===== src/rtl/gmag_pkg.sv =====
`timescale 1ns / 1ps
`default_nettype none

package gmag_pkg;

  // cell and result field widths
  localparam int DIST_BITS  = 12;
  localparam int IN_W       = DIST_BITS + 1;
  localparam int GRAD_W     = DIST_BITS + 3;
  localparam int ABS_W      = GRAD_W - 1;
  localparam int SQ_W       = 2 * ABS_W;
  localparam int MAG_W      = DIST_BITS + 7;
  localparam int POS_W      = 12;
  localparam int CFG_W      = 13;
  localparam int ROW_W      = 13;
  localparam int MAX_HEIGHT = 4096;

  // radicand is 256 * (gx^2 + gy^2)
  localparam int RAD_W      = SQ_W + 1 + 8;
  localparam int SQ_STEPS   = (RAD_W + 1) / 2;
  localparam int SQ_CNT_W   = $clog2(SQ_STEPS + 1);

  // configuration register indexes
  localparam logic [1:0] REG_MAP_WIDTH  = 2'd0;
  localparam logic [1:0] REG_MAP_HEIGHT = 2'd1;

  // handshake between the sequencer and the root unit
  typedef struct packed {
    logic start;
    logic [RAD_W-1:0] radicand;
  } sqrt_req_t;

endpackage

`default_nettype wire


===== src/rtl/gmag_sqrt.sv =====
`timescale 1ns / 1ps
`default_nettype none

module gmag_sqrt (
  input  wire                     clk,
  input  wire                     rst,
  input  wire gmag_pkg::sqrt_req_t req,
  output logic                    done,
  output logic [gmag_pkg::MAG_W-1:0] root
);

  import gmag_pkg::*;

  logic [RAD_W-1:0]    rem;
  logic [RAD_W-1:0]    res;
  logic [RAD_W-1:0]    bitv;
  logic [SQ_CNT_W-1:0] cnt;
  logic [RAD_W-1:0]    trial;

  // one result bit per cycle, restoring form
  assign trial = res + bitv;
  assign root  = res[MAG_W-1:0];

  always_ff @(posedge clk) begin
    if (rst) begin
      cnt  <= '0;
      done <= 1'b0;
    end else begin
      done <= 1'b0;
      if (req.start) begin
        rem  <= req.radicand;
        res  <= '0;
        bitv <= RAD_W'(1) << (2 * (SQ_STEPS - 1));
        cnt  <= SQ_CNT_W'(SQ_STEPS);
      end else if (cnt != '0) begin
        if (rem >= trial) begin
          rem <= rem - trial;
          res <= (res >> 1) + bitv;
        end else begin
          res <= res >> 1;
        end
        bitv <= bitv >> 2;
        cnt  <= cnt - SQ_CNT_W'(1);
        if (cnt == SQ_CNT_W'(1)) begin
          done <= 1'b1;
        end
      end
    end
  end

endmodule

`default_nettype wire


===== config.mk =====
export PLATFORM = sky130hd
export DESIGN_NAME = gmag_sqrt
export DESIGN_NICKNAME = d
export VERILOG_FILES = /design/src/rtl/gmag_pkg.sv /design/src/rtl/gmag_sqrt.sv
export SDC_FILE = /design/constraint.sdc
export NUM_CORES = 1
export LEC_CHECK = 0
export ABC_AREA = 1
export BUFFER_PORTS_ARGS = -buffer_cell sky130_fd_sc_hd__clkbuf_2
export CORE_MARGIN = 5
export CORE_UTILIZATION = 45
export CTS_CLUSTER_DIAMETER = 80
export DETAILED_ROUTE_END_ITERATION = 8
export HOLD_SLACK_MARGIN = 0.1
export REMOVE_ABC_BUFFERS = 1
export SKIP_LAST_GASP = 1
export SYNTH_ARGS = -nofsm -noshare
export SYNTH_HDL_FRONTEND = slang
export SYNTH_SLANG_ARGS = --single-unit

===== constraint.sdc =====
create_clock -name clk -period 4.85 [get_ports clk]
set_input_delay 0.485 -clock clk [delete_from_list [all_inputs] [get_ports clk]]
set_output_delay 0.485 -clock clk [all_outputs]
set_load 0.1 [all_outputs]

== Word-level counts from Yosys, hierarchy flattened ==
Cells that the tools add are included.
Word-level totals
  output and inout bits: 20
  input port bits: 40
  register bits after elaboration: 99
  logic and storage cells: 30
Operators by class
  equal/unequal tests: 1
  bitwise logic cells: 2
  $lt $le $gt $ge: 1
  add/subtract/negate cells: 4
  muxes and demuxes: 9
  reductions and logical operators: 7
Operator list (number)
  $mux 37: 6
  $add 36x37->37: 1
  $add 37x37->37: 1
  $ge 37x37->1: 1
  $sub 37x37->37: 1
  $mux 5: 2
  $eq 5x1->1 const B: 1
  $reduce_bool 5->1: 1
  $sub 5x1->5 const B: 1
  $reduce_bool 2->1: 2
  $reduce_and 3->1: 1
  $reduce_or 3->1: 1
  $not 1->1: 2
  $reduce_and 2->1: 1
  $reduce_or 2->1: 1
  $mux 1: 1

== Longest topological paths before layout ==
Gate-level depths: netlist (run 1).
  depth after elaboration: 5
  gate-level depth with buffers: 27
  gate-level depth less buffers: 26

== Least setup slack after synthesis (run 1) ==
OpenSTA, ideal clock, no wires.
  kind: register to register
  from: register res[12]
  to: register rem[0], enable pin
  cell stages (with the launch flop): 20
  path slack: 0.738 ns
  period minus slack after synthesis: 4.112 ns
  arrival time: 3.721 ns
  data required time: 4.458 ns
  buffers on the path: 0
  cells stage by stage: edfxtp_1 ha_1 nand2_1 o21ai_0 nand2_1 o2111ai_1 nand2_1 nand3_1 nand2_1 ha_1 nand2_1 nor2_1 nand2_1 nor2_1 nand3_1 nand2_1 nor2_2 nand2_2 o21ai_0 inv_1
Between the ends
  word-level cells in the longest chain between the ends: 4
RTL lines
  from (decl): line gmag_sqrt.sv:15  | logic [RAD_W-1:0] res;
  from (signal assigned): line gmag_sqrt.sv:38  | res <= (res >> 1) + bitv;
  from (signal assigned): line gmag_sqrt.sv:40  | res <= res >> 1;
  $add 37x37->37: line gmag_sqrt.sv:21  | assign trial = res + bitv;
  $ge 37x37->1: line gmag_sqrt.sv:36  | if (rem >= trial) begin
  $reduce_bool 2->1 (no source line)
  $reduce_and 3->1 (no source line)
  to (signal assigned): line gmag_sqrt.sv:31  | rem <= req.radicand;
  to (signal assigned): line gmag_sqrt.sv:37  | rem <= rem - trial;
  to (decl): line gmag_sqrt.sv:14  | logic [RAD_W-1:0] rem;
No other way between the ends.
A chain may end at the register's enable or synchronous reset.

== Worst setup path after layout (run 1) ==
  from: register res[16]
  to: register rem[13], enable pin
Same word-level chain as after synthesis.

==> summary.md, run 1 <==
| Metric | Value |
|---|---|
| Status | completed |
| CTS Buf Count | 9 |
| Initial antenna violation count | 1 |
| Netlist cell types | between 40 and 50 |
| R2R Setup Slk | 0.36 ns |
| Crit path time final | ~4.5 ns |
| Footprint of the multi-input gates | about 6600 um^2 |
| Vias/cell | approximately 5.2 |
| Root Buffer Master | clkbuf_16 |
| Final Max Slew Viols | 0 |
| Worst VDD drop | around 0.00024 V |
| Routed vias | 10711 |
| Die W | ~160 um |
| Gpl congestion | 1.05 |
| Period utilization | between 90 and 100% |
| Setup_tns | 0 ns |
| Yosys top cell by area | edfxtp_1 |
| Worst-Skew Late Latency | roughly 0.37 ns |
| Placed Area | around 11000 um^2 |
| Hold slack | approximately 0.29 ns |
| DRT Wirelength | about 33 mm |
| Total global routing overflow | 0 |
| Clk buf depth | 2 |
| Final Power | just under 0.007 W |
| Warnings from Yosys | 0 |
| Chip Height | between 150 and 200 um |
| Final Skew | 0.0103 ns |
| Detail Placement HPWL | 26.5 mm |
| Fmax achieved | roughly 0.22 GHz |
| # Max-Cap Violations | 0 |
| Sequential-to-total area share from yosys stat | between 20% and 30% |
| Setup-failing EPs final | 0 |
| Slew HR | approximately 48% |
| Design area | 11500 um^2 |
| Data arrival time of the critical path | 4.55 ns |
| Syn Area/Cell | 6.26 um^2 |
| Global-route wire length before repair | 53.0 mm |
| Reg area | 2910 um^2 |
| Gr usage total | 25.1% |
| Cts hold-fix bufs | 0 |
| Largest net degree at the start of global routing | 73 |
| DR iter-0 viols | about 970 |
| # IOs | 60 |
| Crit-path cells | ha_1 -> nand2_1 -> o21ai_1 -> nand2_1 -> o21ai_0 -> a21oi_1 -> o21ai_0 -> xnor2_1 -> ha_1 -> nand2_1 -> nor2_1 -> nand2_1 -> nor2_1 -> nand3_1 -> nand2_1 -> nor2_2 -> nand2_2 -> o21ai_0 -> inv_1 -> buf_12 |
| Site row count | between 50 and 60 |
| Type of the worst setup path | reg -> reg |
| H-Tree Depth | 3 |
| Worst path buffer plus inverter count | 2 |
| RSZ-0062 raised after global routing | no |
| Element type at the critical path start | flip-flop |
| DR WL/cell | 16.2 um |
| CP most frequent cell | nand2_1 |
| Drt first pass iters | 7 |
| CP endpoint kind | flip-flop |
| Placed Instances | about 2000 |
| Die ar. | about 27000 um^2 |
| Slowest stage delay, CP | 0.57 ns |
| Initial core utilization | about 45% |
| # fillers | about 2500 |
| Most common cell after layout, fill and taps aside | nand2_1 |
| Synthesized flop and latch total | between 90 and 100 |
| DRC Markers | 0 |
| Slowest CP cell | edfxtp_1 |
| TritonCTS Sinks | 99 |
| Share of cells above drive strength 1 | under 10% |
| CP Max Fanout | 37 |
| Final nets | approximately 1900 |
| P per Cell Area | 590 nW/um^2 |
| Hold/Removal Path Class | in -> reg |
| Port bufs | approximately 60 |
| Least-Margin Pin Slew | ~0.78 ns |
| Most frequent cells in the layout | nand2_1, inv_1, nor2_1 |
| Layout area overhead | 8.59% |
| Post-synth top area share | 26.5% |
| Placeable core area | roughly 23000 um^2 |
| Final Hold Viols | 0 |
| TritonCTS clock tree | yes |
| Worst path required time | approximately 4.9 ns |
| Delay-heaviest family, CP | simple AND/OR/NAND/NOR gates |
| Finished Layout Cells | about 2000 |
| Area contributors post-synth | edfxtp_1, nand2_1, ha_1 |
| Synthesized area | 10500 um^2 |
| Post-Synthesis Cells | 1685 |
| LEAKAGE | between 5 and 6 nW |
| Number of global-route vias before repair | 9987 |
| Ant diodes | 0 |
| CTS clock-pin slew for the worst setup and hold paths | 0.08 ns |
| ANT nets after route | 0 |
metal layers:
layer	vias up	share of wire [%]	track usage, %
li1	5490	-	-
met5	-	0	0
met4	0	2.1	6.52
met1	4821	48	36.0
met2	359	43	39.1
met3	41	7.0	4.69
report_power, final:
| group | total [W] | internal, W | switching [W] |
|---|---|---|---|
| registers | 0.00153 | 0.00127 | 0.000257 |
| clock network | 0.000765 | 0.000375 | 0.000390 |
| logic | 0.00446 | 0.00144 | 0.00302 |
| total | 0.00676 | 0.00309 | 0.00367 |
per-stage QoR:
step	worst slack [ns]	utilization, %
floorplan	0.125	-
global placement	0.322	47.9
detailed placement	0.325	47.9
CTS	0.300	49.2
global route	0.0240	49.2
finish	0.358	49.2
layout make-up:
type | count | share of cell area [%]
clock buffer | 10 | 2.09
clock inverter | 6 | 0.492
inverter | 210 | 6.88
multi-input combinational | 1340 | 57.8
sequential | 99 | 25.4
tap | 319 | 3.48
timing repair buffer | 73 | 3.82
worst paths after layout:
check        startpoint  endpoint  depth (start not counted)
min                 rst    cnt[0]                          2
max reg2reg     res[16]   rem[13]                         20
max             res[16]   rem[13]                         20
min reg2reg      cnt[3]    cnt[3]                          2
cells in the mapped netlist (all sizes together):
library cell	n
dfxtp	6
o22ai	1
a21oi	73
o21bai	7
buf	26
clkbuf	10
nor3b	1
a31oi	2
nor2	181
and2	4
o21ai	82
nand2	676
fa	1
ha	78
edfxtp	93
nand3b	11
nor4	3
or2	7
nand4	11
xnor2	36
a21boi	1
nand3	106
a21o	5
o21a	3
inv	210
o2111ai	1
a22oi	1
o31ai	1
xor2	22
nor3	24
o211ai	2
repair_timing:
| action | 4_1_cts | 5_1_grt |
|---|---|---|
| gates resized for setup | 0 | 2 |
| setup endpoints to repair | 0 | 38 |
| buffers inserted | 0 | 0 |
registers in the layout, indices dropped and copies added (netlist names):
signal and flops:
rem 37, cnt 5, res 37, bitv 19
done 1
worst reg2reg max path: stages (launching register included):
cell and delay, ns:
edfxtp_1 0.57, ha_1 0.43, nand2_1 0.12, o21ai_1 0.33, nand2_1 0.16, o21ai_0 0.32
a21oi_1 0.08, o21ai_0 0.18, xnor2_1 0.15, ha_1 0.39, nand2_1 0.11, nor2_1 0.22
nand2_1 0.12, nor2_1 0.15, nand3_1 0.10, nand2_1 0.09, nor2_2 0.06, nand2_2 0.12
o21ai_0 0.08, inv_1 0.14, buf_12 0.25
cells by family after synthesis:
| logic type | after synthesis | share of synthesized area, % |
|---|---|---|
| AOI/OAI and AO/OA | 179 | 9.14 |
| xor gates and xnor gates | 58 | 4.82 |
| adders and majority gates | 79 | 9.44 |
| buffers and inverters | 246 | 9.68 |
| DFF | 99 | 27.6 |
| and+or+nand+nor | 1024 | 39.3 |
(Power assumes the default switching activity.)
==> run 2, diff against run 1 <==
- CORE_ASPECT_RATIO: unset -> 1.25
- PLACE_DENSITY: unset -> 0.61
==> summary.md, run 2 (same netlist as run 1, synthesis figures left out) <==
| Metric | Value |
|---|---|
| Slowest CP cell | edfxtp_1 |
| Most frequent cells in the layout | nand2_1, inv_1, nor2_1 |
| Hold path depth | 2 (unchanged) |
| Initial core utilization | 45.8% (+0.44 points) |
| CTS Buf Count | 9 (unchanged) |
| RSZ-0062 raised after global routing | no |
| Period utilization | 94.1% (+1.5 points) |
| Slew HR | 46.9% (-0.81 points) |
| P per Cell Area | 594 nW/um^2 (+0.62%) |
| Setup-failing EPs final | 0 (unchanged) |
| Worst VDD drop | 0.000339 V (+41%) |
| Least-Margin Pin Slew | 0.796 ns (+0.0122 ns) |
| Design area | 11400 um^2 (-0.19%) |
| # fillers | 2454 (-2.9%) |
| Final nets | 1852 (unchanged) |
| CTS clock-pin slew for the worst setup and hold paths | 0.08 ns (about the same) |
| DR WL/cell | 16.8 um (+3.8%) |
| Hold/Removal Path Class | in -> reg |
| CP Max Fanout | 37 (unchanged) |
| TritonCTS clock tree | yes |
| Fmax achieved | 0.219 GHz (-1.6%) |
| TritonCTS Sinks | 99 (unchanged) |
| Status | completed |
| Site row count | 62 (+11%) |
| Post-CTS resize count | 0 (unchanged) |
| Slowest stage delay, CP | 0.56 ns (about the same) |
| Share of cells above drive strength 1 | 6.16% (-0.058 points) |
| Biggest regs | rem x37, res x37, bitv x19 |
| Most common cell after layout, fill and taps aside | nand2_1 |
| H-Tree Depth | 3 (unchanged) |
| Gr usage total | 25.4% (+0.24 points) |
| DRC Markers | 0 (unchanged) |
| Crit path time final | 4.57 ns (+0.0738 ns) |
| Worst-Skew Late Latency | 0.37 ns (about the same) |
| Initial antenna violation count | 0 (-1) |
| Worst path required time | 4.90 ns (about the same) |
| Die ar. | 26600 um^2 (about the same) |
| LEAKAGE | 5.66 nW (+0.12%) |
| Largest net degree at the start of global routing | 73 (unchanged) |
| Layout area overhead | 8.39% |
| # IOs | 60 (unchanged) |
| Placeable core area | 23000 um^2 (-0.96%) |
| DR iter-0 viols | 642 (-33%) |
| Vias/cell | 5.24 (+0.67%) |
| Routed vias | 10620 (-0.85%) |
| Critical R2R Launch | res[16] |
| HP Start | rst |
| Element type at the critical path start | flip-flop |
| R2R Setup Slk | 0.28 ns (-0.07 ns) |
| DRT Wirelength | 34.0 mm (+2.2%) |
| Chip Height | 181 um (+11%) |
| Type of the worst setup path | reg -> reg |
| # Max-Cap Violations | 0 (unchanged) |
| Final Hold Viols | 0 (unchanged) |
| Clk buf depth | 2 (unchanged) |
| Crit-path cells | ha_1 -> nand2_1 -> o21ai_1 -> nand2_1 -> o21ai_0 -> a21oi_1 -> o21ai_0 -> xnor2_1 -> ha_1 -> nand2_1 -> nor2_1 -> nand2_1 -> nor2_1 -> nand3_1 -> nand2_1 -> nor2_2 -> nand2_2 -> o21ai_0 -> inv_1 -> buf_12 |
| Setup_tns | 0 ns (unchanged) |
| R2r worst-path depth | 20 (unchanged) |
| Detail Placement HPWL | 27.5 mm (+3.5%) |
| Gpl congestion | 1.04 (-0.70%) |
| RR Endpoint | rem[34] |
| CP most frequent cell | nand2_1 |
| Die W | 147 um (-9.9%) |
| Data arrival time of the critical path | 4.61 ns (+0.06 ns) |
| Number of global-route vias before repair | 10571 (+5.8%) |
| Final Skew | 0.0131 ns (+0.00279 ns) |
| Placed Area | 11100 um^2 (-0.35%) |
| ANT nets after route | 0 (unchanged) |
| Global-route wire length before repair | 53.6 mm (+1.2%) |
| CP endpoint kind | flip-flop |
| Ant diodes | 0 (unchanged) |
| Port bufs | 59 (unchanged) |
| Total global routing overflow | 0 (unchanged) |
| Drt first pass iters | 6 (-1) |
| Root Buffer Master | clkbuf_16 |
| Setup Buffers After CTS | 0 (unchanged) |
| Final Max Slew Viols | 0 (unchanged) |
| Cts hold-fix bufs | 0 (unchanged) |
| Hold path endpoint | cnt[0] |
run 2: stage by stage:
stage | total power (W) | setup slack [ns] | std cells | util, % | hold WS (ns)
floorplan | 0.00475 | 0.125 | 1649 | - | 0.485
global placement | 0.00593 | 0.274 | 2010 | 48.2 | 0.509
detailed placement | 0.00596 | 0.273 | 2010 | 48.2 | 0.511
CTS | 0.00678 | 0.276 | 2026 | 49.6 | 0.285
global route | 0.00741 | 0.0220 | 2026 | 49.6 | 0.300
finish | 0.00679 | 0.285 | 2026 | 49.6 | 0.291
run 2: where the power goes:
part / total [W] / internal, W / switching [W]
registers: 0.00155 / 0.00128 / 0.000274
clock network: 0.000799 / 0.000417 / 0.000382
logic: 0.00444 / 0.00144 / 0.00300
run 2: final cells by class:
type / count / area [um^2] / area share, %
timing repair buffer: 73 / 438 / 3.83
inverter: 210 / 788 / 6.89
sequential: 99 / 2910 / 25.5
multi-input combinational: 1340 / 6620 / 57.9
clock buffer: 9 / 225 / 1.97
tap: 288 / 360 / 3.15
clock inverter: 7 / 93.8 / 0.821
run 2: per-layer routing:
layer	vias to the layer above	wire length, um	track usage (%)
met4	0	1510	11.8
met3	68	1330	2.36
met1	4787	14100	29.6
met5	-	0	0
met2	274	17000	46.5
li1	5491	-	-
run 2: how the worst max path moves through the flow:
stage / slack (ns) / start / depth (start not counted) / to
after floorplan: 0.12 / res[4] / 24 / rem[0]
after global placement: 0.27 / res[16] / 20 / rem[29]
after detailed placement: 0.27 / res[16] / 20 / rem[30]
after CTS: 0.28 / res[16] / 20 / rem[34]
after global routing: 0.02 / res[8] / 20 / rem[34]
final: 0.28 / res[16] / 20 / rem[34]
run 2: critical path, delay by kind of cell (launching register included):
family                   cells  cell delay [ns]
AO/OA/AOI/OAI                5             1.01
XOR/XNOR                     1             0.18
adder cells (fa/ha/maj)      2             0.85
buffers and inverters        2             0.39
flip-flops                   1             0.56
AND/OR/NAND/NOR             10             1.25
==> run 3, diff against run 2 <==
--- a/config.mk
+++ b/config.mk
@@ -15,4 +15,5 @@
 export HOLD_SLACK_MARGIN = 0.1
 export PLACE_DENSITY = 0.61
+export RECOVER_POWER = 100
 export REMOVE_ABC_BUFFERS = 1
 export SKIP_LAST_GASP = 1
==> constraint.sdc (replaced) <==
create_clock -name clk -period 4.85 [get_ports clk]
set_input_delay 0.485 -clock clk [delete_from_list [all_inputs] [get_ports clk]]
set_output_delay 0.485 -clock clk [all_outputs]
set_load 0.05 [all_outputs]
==> summary.md, run 3 (same netlist as run 1, synthesis figures left out) <==
| Metric | Value |
|---|---|
| Type of the worst setup path | reg -> reg |
| HP Start | rst |
| Slew HR | -12.2% (-59 points) |
| Final Max Slew Viols | 32 (+32) |
| Port bufs | 59 (unchanged) |
| CP Max Fanout | 37 (unchanged) |
| Critical R2R Launch | res[8] |
| DR WL/cell | 16.8 um (about the same) |
| Routed met3 length | 1.29 mm (-3.1%) |
| Vias/cell | 5.27 (+0.56%) |
| Chip Height | 181 um (unchanged) |
| Uppermost layer routed | met4 |
| Hold/Removal Path Class | in -> reg |
| Element type at the critical path start | flip-flop |
| CTS clock-pin slew for the worst setup and hold paths | 0.08 ns (about the same) |
| Clk buf depth | 2 (unchanged) |
| DR iter-0 viols | 683 (+6.4%) |
| Final Skew | 0.0138 ns (+0.000652 ns) |
| Wire length on met1 | 14.1 mm (-0.28%) |
| Root Buffer Master | clkbuf_16 |
| Routed vias | 10680 (+0.56%) |
| Share of cells above drive strength 1 | 4.60% (-1.6 points) |
| Data arrival time of the critical path | 4.54 ns (-0.07 ns) |
| Setup_tns | 0 ns (unchanged) |
| TritonCTS Sinks | 99 (unchanged) |
| # IOs | 60 (unchanged) |
| Routed met2 length | 16.9 mm (-0.42%) |
| Biggest regs | rem x37, res x37, bitv x19 |
| Die W | 147 um (unchanged) |
| Final Hold Viols | 0 (unchanged) |
| Largest net degree at the start of global routing | 73 (unchanged) |
| Number of global-route vias before repair | 10571 (unchanged) |
| Total global routing overflow | 0 (unchanged) |
| CTS Buf Count | 9 (unchanged) |
| LEAKAGE | 5.58 nW (-1.4%) |
| Most frequent cells in the layout | nand2_1, inv_1, nor2_1 |
| Hold path depth | 2 (unchanged) |
| Initial core utilization | 45.8% (unchanged) |
| Final nets | 1852 (unchanged) |
| Layout area overhead | 7.83% |
| Status | finished with violations |
| R2R Setup Slk | 0.36 ns (+0.07 ns) |
| Global-route wire length before repair | 53.6 mm (unchanged) |
| Ant diodes | 0 (unchanged) |
| DRT Wirelength | 34.0 mm (about the same) |
| Gpl congestion | 1.04 (unchanged) |
| Period utilization | 92.6% (-1.5 points) |
| Worst path required time | 4.89 ns (about the same) |
| P per Cell Area | 579 nW/um^2 (-2.5%) |
| Gr usage total | 25.4% (unchanged) |
| Final core utilization | 49.4% (-0.26 points) |
| Die ar. | 26600 um^2 (unchanged) |
| R2r worst-path depth | 20 (unchanged) |
| Drt first pass iters | 6 (unchanged) |
| Most common cell after layout, fill and taps aside | nand2_1 |
| Fmax achieved | 0.223 GHz (+1.6%) |
| Worst VDD drop | 0.000231 V (-32%) |
| H-Tree Depth | 3 (unchanged) |
| Detail Placement HPWL | 27.5 mm (unchanged) |
| TritonCTS clock tree | yes |
| ANT nets after route | 0 (unchanged) |
| CP endpoint kind | flip-flop |
| # fillers | 2474 (+0.81%) |
| RR Endpoint | rem[34] |
| Least-Margin Pin Slew | 1.68 ns (+0.887 ns) |
| # Max-Cap Violations | 1 (+1) |
| Setup-failing EPs final | 0 (unchanged) |
| Worst-Skew Late Latency | 0.36 ns (about the same) |
| Site row count | 62 (unchanged) |
| Final Power | 0.00658 W (-3.0%) |
| DRC Markers | 0 (unchanged) |
| Crit path time final | 4.49 ns (-0.0732 ns) |
| Failing checks | capacitance limit, slew limit |
| Placeable core area | 23000 um^2 (unchanged) |
| RSZ-0062 raised after global routing | no |
| Hold path endpoint | cnt[0] |
| Initial antenna violation count | 0 (unchanged) |
## run 3: power breakdown
part / internal (W) / switching (W)
registers: 0.00128 / 0.000272
clock network: 0.000417 / 0.000378
logic: 0.00141 / 0.00283
## run 3: per-layer routing
layer	global-route usage, %	up-vias
met5	0	-
met4	11.8	0
met3	2.36	83
met2	46.5	267
met1	29.6	4842
li1	-	5488
## run 3: worst max-delay path, stage by stage, from the launching register on
cell and delay (ns):
edfxtp_1 0.56, ha_1 0.42, nand2_1 0.13, nor2_1 0.23, nand2_1 0.07, o21ai_0 0.31
nand2_1 0.13, o21ai_0 0.30, xnor2_1 0.12, ha_1 0.37, nand2_1 0.12, nor2_1 0.24
nand2_1 0.12, nor2_1 0.17, nand3_1 0.11, nand2_1 0.09, nor2_2 0.06, nand2_2 0.12
o21ai_0 0.09, inv_1 0.14, buf_12 0.25
## run 3: worst max path at each step
stage | start | endpoint | slack (ns) | cells after the start
after floorplan | res[12] | rem[0] | 0.43 | 19
after global placement | res[16] | rem[29] | 0.27 | 20
after detailed placement | res[16] | rem[30] | 0.27 | 20
after CTS | res[16] | rem[34] | 0.28 | 20
after global routing | res[8] | rem[34] | 0.02 | 20
final | res[8] | rem[34] | 0.36 | 20
## run 3: repair_timing
| item | 4_1_cts | 5_1_grt |
|---|---|---|
| gates resized for setup | 0 | 2 |
| buffers inserted | 0 | 0 |
| setup endpoints to repair | 0 | 37 |
| hold buffers | 0 | 0 |
## run 3: layout make-up
class	count	area, um^2	area share, %
Clock buffer	9	225	1.98
Clock inverter	7	93.8	0.825
Inverter	210	788	6.93
Multi-Input combinational cell	1340	6600	58.0
Sequential cell	99	2910	25.6
Tap cell	288	360	3.17
Timing Repair Buffer	73	392	3.44
## run 3: per-stage QoR
stage,setup WS (ns),hold WS (ns),area [um^2],std cells
final,0.358,0.298,11400,2026
after global routing,0.0226,0.300,11400,2026
after global placement,0.274,0.509,11100,2010
after floorplan,0.430,0.485,10300,1649
after CTS,0.276,0.285,11400,2026
after detailed placement,0.273,0.511,11100,2010
